<file path="src/rtl/sliding_median_filter_core_macros.svh">
// Assertion helpers for the filter RTL
`ifndef SLIDING_MEDIAN_FILTER_CORE_MACROS_SVH
`define SLIDING_MEDIAN_FILTER_CORE_MACROS_SVH

// plain property, sampled on clk, off while rst is high
`define SMF_ASSERT(name, prop, msg) \
  name: assert property (@(posedge clk) disable iff (rst) (prop)) else $error(msg);

// implication: cons must hold whenever ante holds
`define SMF_ASSERT_IMPL(name, ante, cons, msg) \
  name: assert property (@(posedge clk) disable iff (rst) (ante) |-> (cons)) else $error(msg);

`endif

</file>
<file path="src/rtl/smf_pkg.sv">
package smf_pkg;

  localparam int unsigned MAX_WINDOW   = 31;
  localparam int unsigned SAMPLE_BITS  = 16;
  localparam int unsigned WINDOW_BITS  = 5;
  localparam logic [WINDOW_BITS-1:0] WINDOW_RESET = 5'd5;

  typedef enum logic [1:0] {
    S_IDLE,
    S_RANK,
    S_DONE
  } state_t;

  typedef struct packed {
    logic shift;
    logic load;
    logic rotate;
  } cell_ctrl_t;

endpackage

</file>
<file path="src/rtl/smf_cell.sv">
module smf_cell #(
  parameter int unsigned SampleBits = 16,
  parameter int unsigned CntBits    = 5,
  parameter int unsigned IdxBits    = 5,
  parameter int unsigned Index      = 0
) (
  input  logic                         clk,
  input  smf_pkg::cell_ctrl_t          ctrl,
  input  logic signed [SampleBits-1:0] value_in,
  input  logic signed [SampleBits-1:0] probe_in,
  input  logic        [IdxBits-1:0]    tag_in,
  input  logic        [CntBits-1:0]    cnt,
  input  logic        [CntBits-1:0]    half,
  output logic signed [SampleBits-1:0] value_out,
  output logic signed [SampleBits-1:0] probe_out,
  output logic        [IdxBits-1:0]    tag_out,
  output logic        [SampleBits-1:0] sel_out,
  output logic                         hit
);
  import smf_pkg::*;

  logic signed [SampleBits-1:0] value;
  logic signed [SampleBits-1:0] probe;
  logic        [IdxBits-1:0]    tag;
  logic        [CntBits-1:0]    rank;
  logic                         in_win;
  logic                         below;
  logic                         count;

  // probe ranks below this cell's sample; ties broken by position
  assign in_win = CntBits'(Index) < cnt;
  assign below  = (probe < value) || ((probe == value) && (tag < IdxBits'(Index)));
  assign count  = in_win && (CntBits'(tag) < cnt) && below;

  always_ff @(posedge clk) begin
    if (ctrl.shift) begin
      value <= value_in;
    end
    if (ctrl.load) begin
      probe <= ctrl.shift ? value_in : value;
      tag   <= IdxBits'(Index);
      rank  <= '0;
    end else if (ctrl.rotate) begin
      probe <= probe_in;
      tag   <= tag_in;
      if (count) begin
        rank <= rank + 1'b1;
      end
    end
  end

  assign value_out = value;
  assign probe_out = probe;
  assign tag_out   = tag;
  assign hit       = in_win && (rank == half);
  assign sel_out   = hit ? value : '0;

endmodule

</file>
<file path="src/rtl/sliding_median_filter_core.sv">
// Sliding median filter over blocks of signed samples.
// Input channel: in_valid/in_ready with sample and block_end (last sample
// of a block). Output channel: out_valid/out_ready with median and
// final_res (last result of a block). window_size is set by cfg_we/cfg_wdata,
// and the user must write it only while the filter is idle; the block does
// not enforce this. Zero acts as one, even values are raised by one.
// A row of MaxWindow cells holds the history; each result is found by
// rotating every sample once around the row and counting, per cell, the
// samples ranked below it. A result is loaded into the output register once
// ranking ends; a block-end item emits up to half a window plus one results.
// Until more than half a window of samples is held, items other than a block
// end emit nothing and leave the filter idle for the next sample.
// The next sample may transfer while the last result still waits in the
// output register; a stalled receiver holds the output and, once a new
// result is ready, the rank row waits until the register frees.
// Reset (rst, synchronous) empties the block and sets window_size to 5;
// history contents are left as they are and never read before written.
`include "sliding_median_filter_core_macros.svh"

module sliding_median_filter_core #(
  parameter int unsigned MaxWindow  = smf_pkg::MAX_WINDOW,
  parameter int unsigned SampleBits = smf_pkg::SAMPLE_BITS
) (
  input  logic                                  clk,
  input  logic                                  rst,
  input  logic                                  cfg_we,
  input  logic        [smf_pkg::WINDOW_BITS-1:0] cfg_wdata,
  input  logic                                  in_valid,
  output logic                                  in_ready,
  input  logic signed [SampleBits-1:0]          sample,
  input  logic                                  block_end,
  output logic                                  out_valid,
  input  logic                                  out_ready,
  output logic signed [SampleBits-1:0]          median,
  output logic                                  final_res
);
  import smf_pkg::*;

  localparam int unsigned CntBits = $clog2(MaxWindow + 1);
  localparam int unsigned IdxBits = $clog2(MaxWindow);
  localparam int unsigned HiBits  = CntBits + 1;
  localparam int unsigned Cap     = (MaxWindow % 2 == 1) ? MaxWindow : MaxWindow - 1;

  logic [WINDOW_BITS-1:0] window_size;
  state_t                 state, state_next;
  logic [IdxBits-1:0]     step;
  logic [CntBits-1:0]     fill;
  logic [CntBits-1:0]     h_reg;
  logic [CntBits-1:0]     d_reg;
  logic                   is_end;

  logic                   accept;
  logic                   out_load;
  logic                   last;
  logic [6:0]             w_eff;
  logic [CntBits-1:0]     h_new;
  logic [CntBits-1:0]     n_new;
  logic                   has_res;
  logic [CntBits-1:0]     d_init;
  logic [HiBits-1:0]      hi_sum;
  logic [HiBits-1:0]      n_m1;
  logic [HiBits-1:0]      hi;
  logic [CntBits-1:0]     cnt;
  logic [CntBits-1:0]     half;
  cell_ctrl_t             ctrl;

  logic signed [SampleBits-1:0] value_bus [MaxWindow];
  logic signed [SampleBits-1:0] probe_bus [MaxWindow];
  logic        [IdxBits-1:0]    tag_bus   [MaxWindow];
  logic        [SampleBits-1:0] sel_bus   [MaxWindow];
  logic        [MaxWindow-1:0]  hit_vec;
  logic        [SampleBits-1:0] sel_or;

  assign in_ready = (state == S_IDLE);
  assign accept   = in_valid && in_ready;
  assign out_load = (state == S_DONE) && (!out_valid || out_ready);
  assign last     = !is_end || (d_reg == '0);

  always_comb begin
    w_eff = 7'(window_size);
    if (w_eff == 7'd0) begin
      w_eff = 7'd1;
    end
    if (!w_eff[0]) begin
      w_eff = w_eff + 7'd1;
    end
    if (w_eff > 7'(Cap)) begin
      w_eff = 7'(Cap);
    end
    h_new   = CntBits'(w_eff >> 1);
    n_new   = (fill == CntBits'(MaxWindow)) ? fill : fill + 1'b1;
    has_res = block_end || (HiBits'(n_new) >= HiBits'(h_new) + 1'b1);
    if (block_end && (h_new > n_new - 1'b1)) begin
      d_init = n_new - 1'b1;
    end else begin
      d_init = h_new;
    end
  end

  always_comb begin
    hi_sum = HiBits'(d_reg) + HiBits'(h_reg);
    n_m1   = HiBits'(fill) - 1'b1;
    hi     = (hi_sum > n_m1) ? n_m1 : hi_sum;
    cnt    = CntBits'(hi + 1'b1);
    half   = cnt >> 1;
  end

  always_comb begin
    ctrl.shift  = accept;
    ctrl.load   = accept || (out_load && !last);
    ctrl.rotate = (state == S_RANK);
  end

  genvar gi;
  generate
    for (gi = 0; gi < MaxWindow; gi++) begin : g_cell
      logic signed [SampleBits-1:0] v_in;
      if (gi == 0) begin : g_head
        assign v_in = sample;
      end else begin : g_body
        assign v_in = value_bus[gi-1];
      end
      smf_cell #(
        .SampleBits(SampleBits),
        .CntBits   (CntBits),
        .IdxBits   (IdxBits),
        .Index     (gi)
      ) u_cell (
        .clk      (clk),
        .ctrl     (ctrl),
        .value_in (v_in),
        .probe_in (probe_bus[(gi + MaxWindow - 1) % MaxWindow]),
        .tag_in   (tag_bus[(gi + MaxWindow - 1) % MaxWindow]),
        .cnt      (cnt),
        .half     (half),
        .value_out(value_bus[gi]),
        .probe_out(probe_bus[gi]),
        .tag_out  (tag_bus[gi]),
        .sel_out  (sel_bus[gi]),
        .hit      (hit_vec[gi])
      );
    end
  endgenerate

  always_comb begin
    sel_or = '0;
    for (int i = 0; i < MaxWindow; i++) begin
      sel_or = sel_or | sel_bus[i];
    end
  end

  always_comb begin
    state_next = state;
    case (state)
      S_IDLE: begin
        if (accept && has_res) begin
          state_next = S_RANK;
        end
      end
      S_RANK: begin
        if (step == IdxBits'(MaxWindow - 1)) begin
          state_next = S_DONE;
        end
      end
      S_DONE: begin
        if (out_load) begin
          state_next = last ? S_IDLE : S_RANK;
        end
      end
      default: state_next = S_IDLE;
    endcase
  end

  always_ff @(posedge clk) begin
    if (rst) begin
      state <= S_IDLE;
    end else begin
      state <= state_next;
    end
  end

  always_ff @(posedge clk) begin
    if (rst) begin
      window_size <= WINDOW_RESET;
      fill        <= '0;
      step        <= '0;
      h_reg       <= '0;
      d_reg       <= '0;
      is_end      <= 1'b0;
      out_valid   <= 1'b0;
    end else begin
      if (cfg_we) begin
        window_size <= cfg_wdata;
      end
      if (ctrl.load) begin
        step <= '0;
      end else if (state == S_RANK) begin
        step <= step + 1'b1;
      end
      if (accept) begin
        fill   <= n_new;
        h_reg  <= h_new;
        d_reg  <= d_init;
        is_end <= block_end;
      end else if (out_load) begin
        if (last) begin
          if (is_end) begin
            fill <= '0;
          end
        end else begin
          d_reg <= d_reg - 1'b1;
        end
      end
      if (out_load) begin
        out_valid <= 1'b1;
      end else if (out_ready) begin
        out_valid <= 1'b0;
      end
    end
  end

  always_ff @(posedge clk) begin
    if (out_load) begin
      median    <= sel_or;
      final_res <= is_end && (d_reg == '0);
    end
  end

  `SMF_ASSERT_IMPL(a_one_rank_hit, state == S_DONE, $onehot(hit_vec), "median rank not unique")
  `SMF_ASSERT_IMPL(a_no_overwrite, out_load, !out_valid || out_ready, "pending result overwritten")
  `SMF_ASSERT(a_fill_range, fill <= CntBits'(MaxWindow), "fill count beyond window depth")
  `SMF_ASSERT_IMPL(a_active_has_fill, state != S_IDLE, fill != '0, "ranking an empty block")

endmodule
</file>
<file path="config.mk">
export PLATFORM = sky130hd
export DESIGN_NAME = sliding_median_filter_core
export DESIGN_NICKNAME = d
export VERILOG_FILES = /design/src/rtl/smf_pkg.sv /design/src/rtl/smf_cell.sv /design/src/rtl/sliding_median_filter_core.sv
export VERILOG_INCLUDE_DIRS = /design/src /design/src/rtl
export SDC_FILE = /design/constraint.sdc
export NUM_CORES = 2
export LEC_CHECK = 0
export BUFFER_PORTS_ARGS = -buffer_cell sky130_fd_sc_hd__buf_2
export CAP_MARGIN = 25
export CORE_MARGIN = 10
export CORE_UTILIZATION = 25
export CTS_BUF_LIST = sky130_fd_sc_hd__clkbuf_16
export CTS_CLUSTER_SIZE = 20
export DETAILED_ROUTE_END_ITERATION = 6
export HOLD_SLACK_MARGIN = 0.12
export SYNTH_ARGS = -nofsm -noshare
export SYNTH_HDL_FRONTEND = slang
export SYNTH_SLANG_ARGS = --single-unit
</file>
<file path="constraint.sdc">
create_clock -name clk -period 42.4 [get_ports clk]
set_input_delay 6.36 -clock clk [delete_from_list [all_inputs] [get_ports clk]]
set_output_delay 6.36 -clock clk [all_outputs]
set_load 0.005 [all_outputs]
</file>
# Word-level counts from Yosys, hierarchy flattened
# Cells that the tools add are included.
op_classes:
  n_bitwise: 30
  n_lt_le_gt_ge: 128
  muxes: 144
  reduce_logical: 211
  add_sub_neg: 40
  n_eq_ne: 70
op_table:
  columns: ["operator", "count"]
  rows:
  - ["16-bit 2-to-1 mux", 124]
  - ["16-bit == test", 31]
  - ["16-bit < comparator", 31]
  - ["16-bit OR", 30]
  - ["5-bit by 1-bit adder with 5-bit output, second input constant", 34]
  - ["5-bit by 4-bit == test with 1-bit output", 31]
  - ["5-bit < comparator", 31]
  - ["1-bit logical AND", 130]
  - ["5-bit < comparator, first input constant", 15]
  - ["5-bit < comparator, second input constant", 15]
  - ["2-bit AND reduction", 32]
  - ["5-bit 2-to-1 mux", 11]
  - ["4-bit by 5-bit < comparator with 1-bit output, first input constant", 8]
  - ["5-bit by 4-bit < comparator with 1-bit output, second input constant", 8]
  - ["1-bit logical OR", 35]
  - ["3-bit by 5-bit < comparator with 1-bit output, first input constant", 4]
  - ["5-bit by 3-bit < comparator with 1-bit output, second input constant", 4]
  - ["5-bit == test, second input constant", 2]
  - ["5-bit logical NOT", 2]
  - ["1-bit by 5-bit < comparator with 1-bit output, first input constant", 2]
  - ["2-bit by 5-bit < comparator with 1-bit output, first input constant", 2]
  - ["5-bit by 1-bit < comparator with 1-bit output, second input constant", 2]
  - ["5-bit by 2-bit < comparator with 1-bit output, second input constant", 2]
  - ["2-bit nonzero test", 5]
  - ["22 further kinds", 32]
word_totals:
  register_bits: 1348
  output_inout_bits: 19

# Longest topological paths before layout
depth:
  depth_word: 37
  mapped_depth: 31

# By module
# A second synthesis with hierarchy kept.
unflattened:
  cells_unflattened: 7623
  area_unflattened_um2: 75837.7
by_module_without_submodules:
  columns: ["mod", "area_each_um2", "seq_area_each_um2", "n_inst", "cells_each"]
  rows:
  - ["sliding_median_filter_core", 3861.2, 1071.0, 1, 455]
  - ["smf_cell at g_cell[26].u_cell", 2408.6, 1001.0, 1, 237]
  - ["smf_cell at g_cell[30].u_cell", 2401.1, 1001.0, 1, 236]
  - ["smf_cell at g_cell[24].u_cell", 2389.8, 1001.0, 1, 237]
  - ["smf_cell at g_cell[3].u_cell", 2378.5, 1001.0, 1, 237]
  - ["smf_cell at g_cell[29].u_cell", 2361.0, 1001.0, 1, 237]
  - ["smf_cell at g_cell[27].u_cell", 2359.8, 1001.0, 1, 238]
  - ["smf_cell at g_cell[8].u_cell", 2358.5, 1001.0, 1, 236]
  - ["smf_cell at g_cell[12].u_cell", 2347.3, 1001.0, 1, 232]
  - ["smf_cell at g_cell[25].u_cell", 2346.0, 1001.0, 1, 235]
  - ["smf_cell at g_cell[28].u_cell", 2341.0, 1001.0, 1, 237]
  - ["smf_cell at g_cell[19].u_cell", 2337.2, 1001.0, 1, 235]
  - ["smf_cell at g_cell[20].u_cell", 2334.7, 1001.0, 1, 224]
  - ["smf_cell at g_cell[4].u_cell", 2331.0, 1001.0, 1, 229]
  - ["18 more rows", null, null, null, null]

# Worst setup path before layout
# Ideal clock, no wire load.
synth_timing:
  path_kind: "input port to flip-flop"
  startpoint: "input out_ready"
  endpoint: "register g_cell[0].u_cell.probe[0], enable pin"
  required_ns: 41.516
  path_stages: 8
  slack_ns: 22.818
  arrival_time_ns: 18.699
  path_buffers: 3
  cell_sequence: "nand2b_1 > nor2b_1 > and3_1 > clkbuf_1 > nor2_1 > clkbuf_1 > clkbuf_1 > nand2_1"
synth_via:
  elab_chain_cells: 5
synth_lines:
  columns: ["item", "line", "source"]
  rows:
  - ["from (decl)", "sliding_median_filter_core.sv:33", "input logic out_ready,"]
  - ["1-bit logical OR", "sliding_median_filter_core.sv:76", "assign out_load = (state == S_DONE) && (!out_valid || out_ready);"]
  - ["1-bit logical AND", "sliding_median_filter_core.sv:76", null]
  - ["via out_load", "sliding_median_filter_core.sv:53", "logic out_load;"]
  - ["1-bit logical AND", "sliding_median_filter_core.sv:110", "ctrl.load = accept || (out_load && !last);"]
  - ["1-bit logical OR", "sliding_median_filter_core.sv:110", null]
  - ["2-bit nonzero test (no source line)", null, null]
  - ["to (signal assigned)", "smf_cell.sv:40", "probe <= ctrl.shift ? value_in : value;"]
  - ["to (signal assigned)", "smf_cell.sv:44", "probe <= probe_in;"]
  - ["to (decl)", "smf_cell.sv:23", "logic signed [SampleBits-1:0] probe;"]
# The timed path passes the listed nets, and every way through them passes these cells.
# A chain may end at the register's enable or synchronous reset.

# Worst setup path after layout
layout_timing:
  startpoint: "input in_valid"
  endpoint: "register g_cell[0].u_cell.probe[1], data pin"
layout_via:
  elab_chain_cells: 3
  word_cells_on_any_way: 4
  cone_classes: "2 x mux; 2 x reduce/logical"
layout_lines:
  columns: ["item", "line", "source"]
  rows:
  - ["from (decl)", "sliding_median_filter_core.sv:28", "input logic in_valid,"]
  - ["1-bit logical AND *", "sliding_median_filter_core.sv:75", "assign accept = in_valid && in_ready;"]
  - ["16-bit 2-to-1 mux / 1-bit logical OR (equally long branches)", "smf_cell.sv:40, sliding_median_filter_core.sv:110", null]
  - ["16-bit 2-to-1 mux *", "smf_cell.sv:39", "if (ctrl.load) begin"]
# Every way passes the cells marked *; elsewhere a longest branch is shown, timed or not.

==> results_tabular.tex <==
\begin{tabular}{lr}
\hline
Metric & Value \\
\hline
\multicolumn{2}{l}{\textbf{Synthesis}} \\
\quad Most frequently used cell type in the post-synthesis netlist & sky130\_fd\_sc\_hd\_\_nand2\_1 \\
\quad Synthesized area divided by synthesized cell count & just under 10 sq um \\
\quad Synth top area share & 0.236 \\
\quad Most area-consuming cells after synthesis & sky130\_fd\_sc\_hd\_\_dfxtp\_1, sky130\_fd\_sc\_hd\_\_edfxtp\_1, sky130\_fd\_sc\_hd\_\_ha\_1 \\
\quad Number of enable flip-flop cells after synthesis & 513 \\
\quad Cells after Synth & 7243 \\
\quad Total standard cell area after synthesis & 70900 sq um \\
\quad Largest area contributor in the synthesized netlist & sky130\_fd\_sc\_hd\_\_dfxtp\_1 \\
\quad Count of unique library cells instantiated by Yosys & between 100 and 150 \\
\quad Yosys warning total & 0 \\
\quad Synth top cells by count & sky130\_fd\_sc\_hd\_\_nand2\_1, sky130\_fd\_sc\_hd\_\_dfxtp\_1, sky130\_fd\_sc\_hd\_\_ha\_1, sky130\_fd\_sc\_hd\_\_o21ai\_0, sky130\_fd\_sc\_hd\_\_inv\_1 \\
\quad Top FF cell, synth & sky130\_fd\_sc\_hd\_\_dfxtp\_1 \\
\quad Sequential fraction of the synthesis area & 0.453 \\
\quad Share of synthesized flip-flops with an asynchronous set or reset & 0 \\
\quad Synth Register Bits & about 1300 \\
\quad Net count of the mapped netlist & 7918 \\
\multicolumn{2}{l}{\textbf{Critical path}} \\
\quad Kind of capture point of the worst setup path & flip-flop \\
\quad Crit path top cell by count & sky130\_fd\_sc\_hd\_\_buf\_4 \\
\quad Type of origin of the critical path & primary input \\
\quad Worst endpoint data arrival time & around 12000 ps \\
\quad CP max stage delay & 860 ps \\
\quad WP buf/inv & 6 \\
\quad Peak fanout along the critical path & 198 \\
\quad Worst path top cell family by delay & buffers and inverters \\
\quad CP max-delay cell & sky130\_fd\_sc\_hd\_\_buf\_4 \\
\quad Critical path class & primary input to flip-flop \\
\quad Required time of the critical path & 43080 ps \\
\quad Worst path cell trace & buf\_2, and2\_4, buf\_4, buf\_4, buf\_4, buf\_12, buf\_12, nand2\_1, o21ai\_0, mux2\_2 \\
\multicolumn{2}{l}{\textbf{Clocking}} \\
\quad Clock slew at the register clock pins of the worst setup and hold paths & 70 ps \\
\quad Quantity of gates resized following cts & 0 \\
\quad Skew-Pair Late Insertion Delay & 830 ps \\
\quad Level count of the clock H-tree & 4 \\
\quad CTS root buffer & sky130\_fd\_sc\_hd\_\_clkbuf\_16 \\
\quad Bufs on Longest Clock Path & 3 \\
\quad Clock sink count & 1347 \\
\quad Buffers inserted during post-CTS setup optimization & 0 \\
\quad Clock tree from TritonCTS & done \\
\quad Hold bufs inserted after CTS & 0 \\
\quad Number of buffers created by CTS & 143 \\
\multicolumn{2}{l}{\textbf{Finish}} \\
\quad Share of post-route cells with drive strength above 1 & 0.130 \\
\quad Synthesis-to-layout area growth & 13.2\% \\
\quad Final \#Nets & 7886 \\
\quad Fraction of the core area covered by cells at the end of the flow & 0.284 \\
\quad Non-filler instance count after layout & 11100 \\
\multicolumn{2}{l}{\textbf{Die}} \\
\quad Y dimension of the die & 552 microns \\
\quad Cell Rows & 195 \\
\quad Total die area & slightly above 300000 sq um \\
\quad Die width & 552 microns \\
\quad Ports placed on the boundary & 46 \\
\quad Initial core utilization & 0.251 \\
\quad Core area & 282000 sq um \\
\multicolumn{2}{l}{\textbf{Route}} \\
\quad Residual DRC & 0 \\
\quad Iteration count of the initial detailed-routing pass & 7 \\
\quad Via-to-Cell Ratio & 5.09 \\
\quad Post-DRT Antenna Nets & 0 \\
\quad Iter 0 DRT Violations & $\sim$7000 \\
\quad Count of vias placed by the detailed router & 56400 \\
\quad Routed length per placed instance & approximately 24 microns \\
\quad Final wirelength & roughly 260000 microns \\
\multicolumn{2}{l}{\textbf{STA}} \\
\quad Final setup viols & 0 \\
\quad Achievable Freq & 91.6 MHz \\
\quad Final hold slack & 474 ps \\
\quad Final Hold Fails & 0 \\
\quad Final Critical Period & 10910 ps \\
\quad Setup repair after global routing missed its margin & no \\
\quad Final clock period utilization by the worst path & 0.257 \\
\quad Sum of negative setup slack & 0 ps \\
\quad Max Clock Skew & 38.0 ps \\
\quad Number of slew-limit violations in the final report & 0 \\
\quad Measured slew at the worst slew-check pin & 1340 ps \\
\quad Slew Limit Headroom & 0.108 \\
\multicolumn{2}{l}{\textbf{Place}} \\
\quad Port buffer count & 44 \\
\quad Detailed-placement wirelength estimate & slightly below 200000 microns \\
\quad Final weighted congestion in routability-driven placement & 0.959 \\
\quad Post-Place Cells & 10800 \\
\multicolumn{2}{l}{\textbf{Power}} \\
\quad Sum of internal, switching and leakage power & roughly 0.0047 W \\
\quad Leakage dissipation & 31.4 nW \\
\quad Ratio of total power to cell area & 59.1 nW/um\^{}2 \\
\quad Largest voltage drop on the vdd net & 0.0349 mV \\
\multicolumn{2}{l}{\textbf{Status}} \\
\quad Status & completed \\
\multicolumn{2}{l}{\textbf{Flow run}} \\
\quad Number of max-cap violations & 0 \\
\multicolumn{2}{l}{\textbf{Global routing}} \\
\quad Via count of the first global-routing pass & 55000 \\
\quad First-pass GRT wire length & 377000 microns \\
\quad Grt total ovfl & 0 \\
\quad Initial antenna violation count & 7 \\
\quad Pin count of the biggest net entering global routing & between 150 and 200 \\
\quad GRT Util Overall & 0.163 \\
\multicolumn{2}{l}{\textbf{Min path}} \\
\quad Worst min-delay path class & flip-flop to flip-flop \\
\hline
\end{tabular}
==> cell usage in the layout (no fill, tap or decap), types with 53 or more instances in the layout <==
cell                        instances
sky130_fd_sc_hd__nand3_1          181
sky130_fd_sc_hd__a21oi_1          285
sky130_fd_sc_hd__o21ai_0          645
sky130_fd_sc_hd__a22oi_1           94
sky130_fd_sc_hd__inv_1            571
sky130_fd_sc_hd__nand2_1         1077
sky130_fd_sc_hd__ha_1             646
sky130_fd_sc_hd__mux2_2           504
sky130_fd_sc_hd__a21o_1           162
sky130_fd_sc_hd__xnor2_1           73
sky130_fd_sc_hd__a221oi_1          58
sky130_fd_sc_hd__dfxtp_1          834
sky130_fd_sc_hd__edfxtp_1         513
sky130_fd_sc_hd__nor2_1           260
sky130_fd_sc_hd__nor2b_1           53
sky130_fd_sc_hd__clkbuf_16        147
sky130_fd_sc_hd__buf_4             94
sky130_fd_sc_hd__xor2_1            78
sky130_fd_sc_hd__nand4_1          212
==> cells by family (layout without fill, tap and decap cells) <==
kind of cell               count (synthesis)  count (layout)  share of synthesized area
AOI/OAI and AO/OA                       1614            1614                      0.147
xor gates and xnor gates                 154             154                     0.0195
adders and majority gates                648             648                      0.114
buffers and inverters                    870             955                     0.0469
DFF                                     1347            1347                      0.453
muxes                                    543             543                     0.0859
other                                      1               6                  0.0000529
and+or+nand+nor                         2066            2066                      0.134
==> through the flow <==
stage / setup WS [ps] / cell area [sq um]
after CTS: 31620 / 80100
after detailed placement: 30750 / 75600
after global routing: 31270 / 80200
after global placement: 30790 / 75500
final: 31490 / 80200
after floorplan: 22820 / 70900
==> worst paths after layout <==
check / start / end / slack [ps] / depth (start not counted)
worst max register to register: d_reg[0] / median[2] / 33780 / 23
worst max-delay path: in_valid / g_cell[0].u_cell.probe_out[1] / 31490 / 10
worst min register to register: g_cell[10].u_cell.rank[4] / g_cell[10].u_cell.rank[4] / 470 / 1
worst min-delay path: g_cell[10].u_cell.rank[4] / g_cell[10].u_cell.rank[4] / 470 / 1
==> area by class of cell <==
class                      instances  area, sq um
fill                           29200       202000
multi-input combinational       5026        35700
sequential                      1347        32100
tap                             3743         4680
clock buffer                     147         3680
inverter                         539         2020
timing repair buffer             154         1130
clock inverter                   115          881
antenna                            5         12.5
==> where the power goes <==
| part | leakage, nW | total [W] | internal [W] | switching [W] |
|---|---|---|---|---|
| sequential | 12.0 | 0.00204 | 0.00168 | 0.000354 |
| combinational | 17.0 | 0.00144 | 0.000563 | 0.000877 |
| clock | 2.38 | 0.00127 | 0.000699 | 0.000568 |
| total | 31.4 | 0.00474 | 0.00294 | 0.00180 |
==> routing by layer <==
layer,global-route usage,wire length (microns),share of wire,vias to the layer above
li1,-,-,-,26100
met5,0,13,0.000050,-
met2,0.251,114000,0.43,2354
met3,0.0347,22000,0.084,537
met4,0.0988,18300,0.070,2
met1,0.209,108000,0.41,27400
==> worst register-to-register path, stage by stage (launching register included) <==
cell	delay [ps]
sky130_fd_sc_hd__dfxtp_1	360
sky130_fd_sc_hd__ha_1	200
sky130_fd_sc_hd__inv_1	70
sky130_fd_sc_hd__fa_1	390
sky130_fd_sc_hd__nand2b_1	160
sky130_fd_sc_hd__a21oi_1	200
sky130_fd_sc_hd__xor2_2	310
sky130_fd_sc_hd__ha_1	330
sky130_fd_sc_hd__and4_1	270
sky130_fd_sc_hd__o21a_1	200
sky130_fd_sc_hd__o31ai_1	680
sky130_fd_sc_hd__nor2_2	80
sky130_fd_sc_hd__ha_2	940
sky130_fd_sc_hd__buf_4	510
sky130_fd_sc_hd__inv_1	250
sky130_fd_sc_hd__nand3_1	140
sky130_fd_sc_hd__nand3_1	620
sky130_fd_sc_hd__or3_1	600
sky130_fd_sc_hd__a2111oi_2	380
sky130_fd_sc_hd__buf_4	380
sky130_fd_sc_hd__or2_2	490
sky130_fd_sc_hd__a22oi_1	220
sky130_fd_sc_hd__nand3_1	180
sky130_fd_sc_hd__or4_1	420
(Power assumes the default switching activity.)
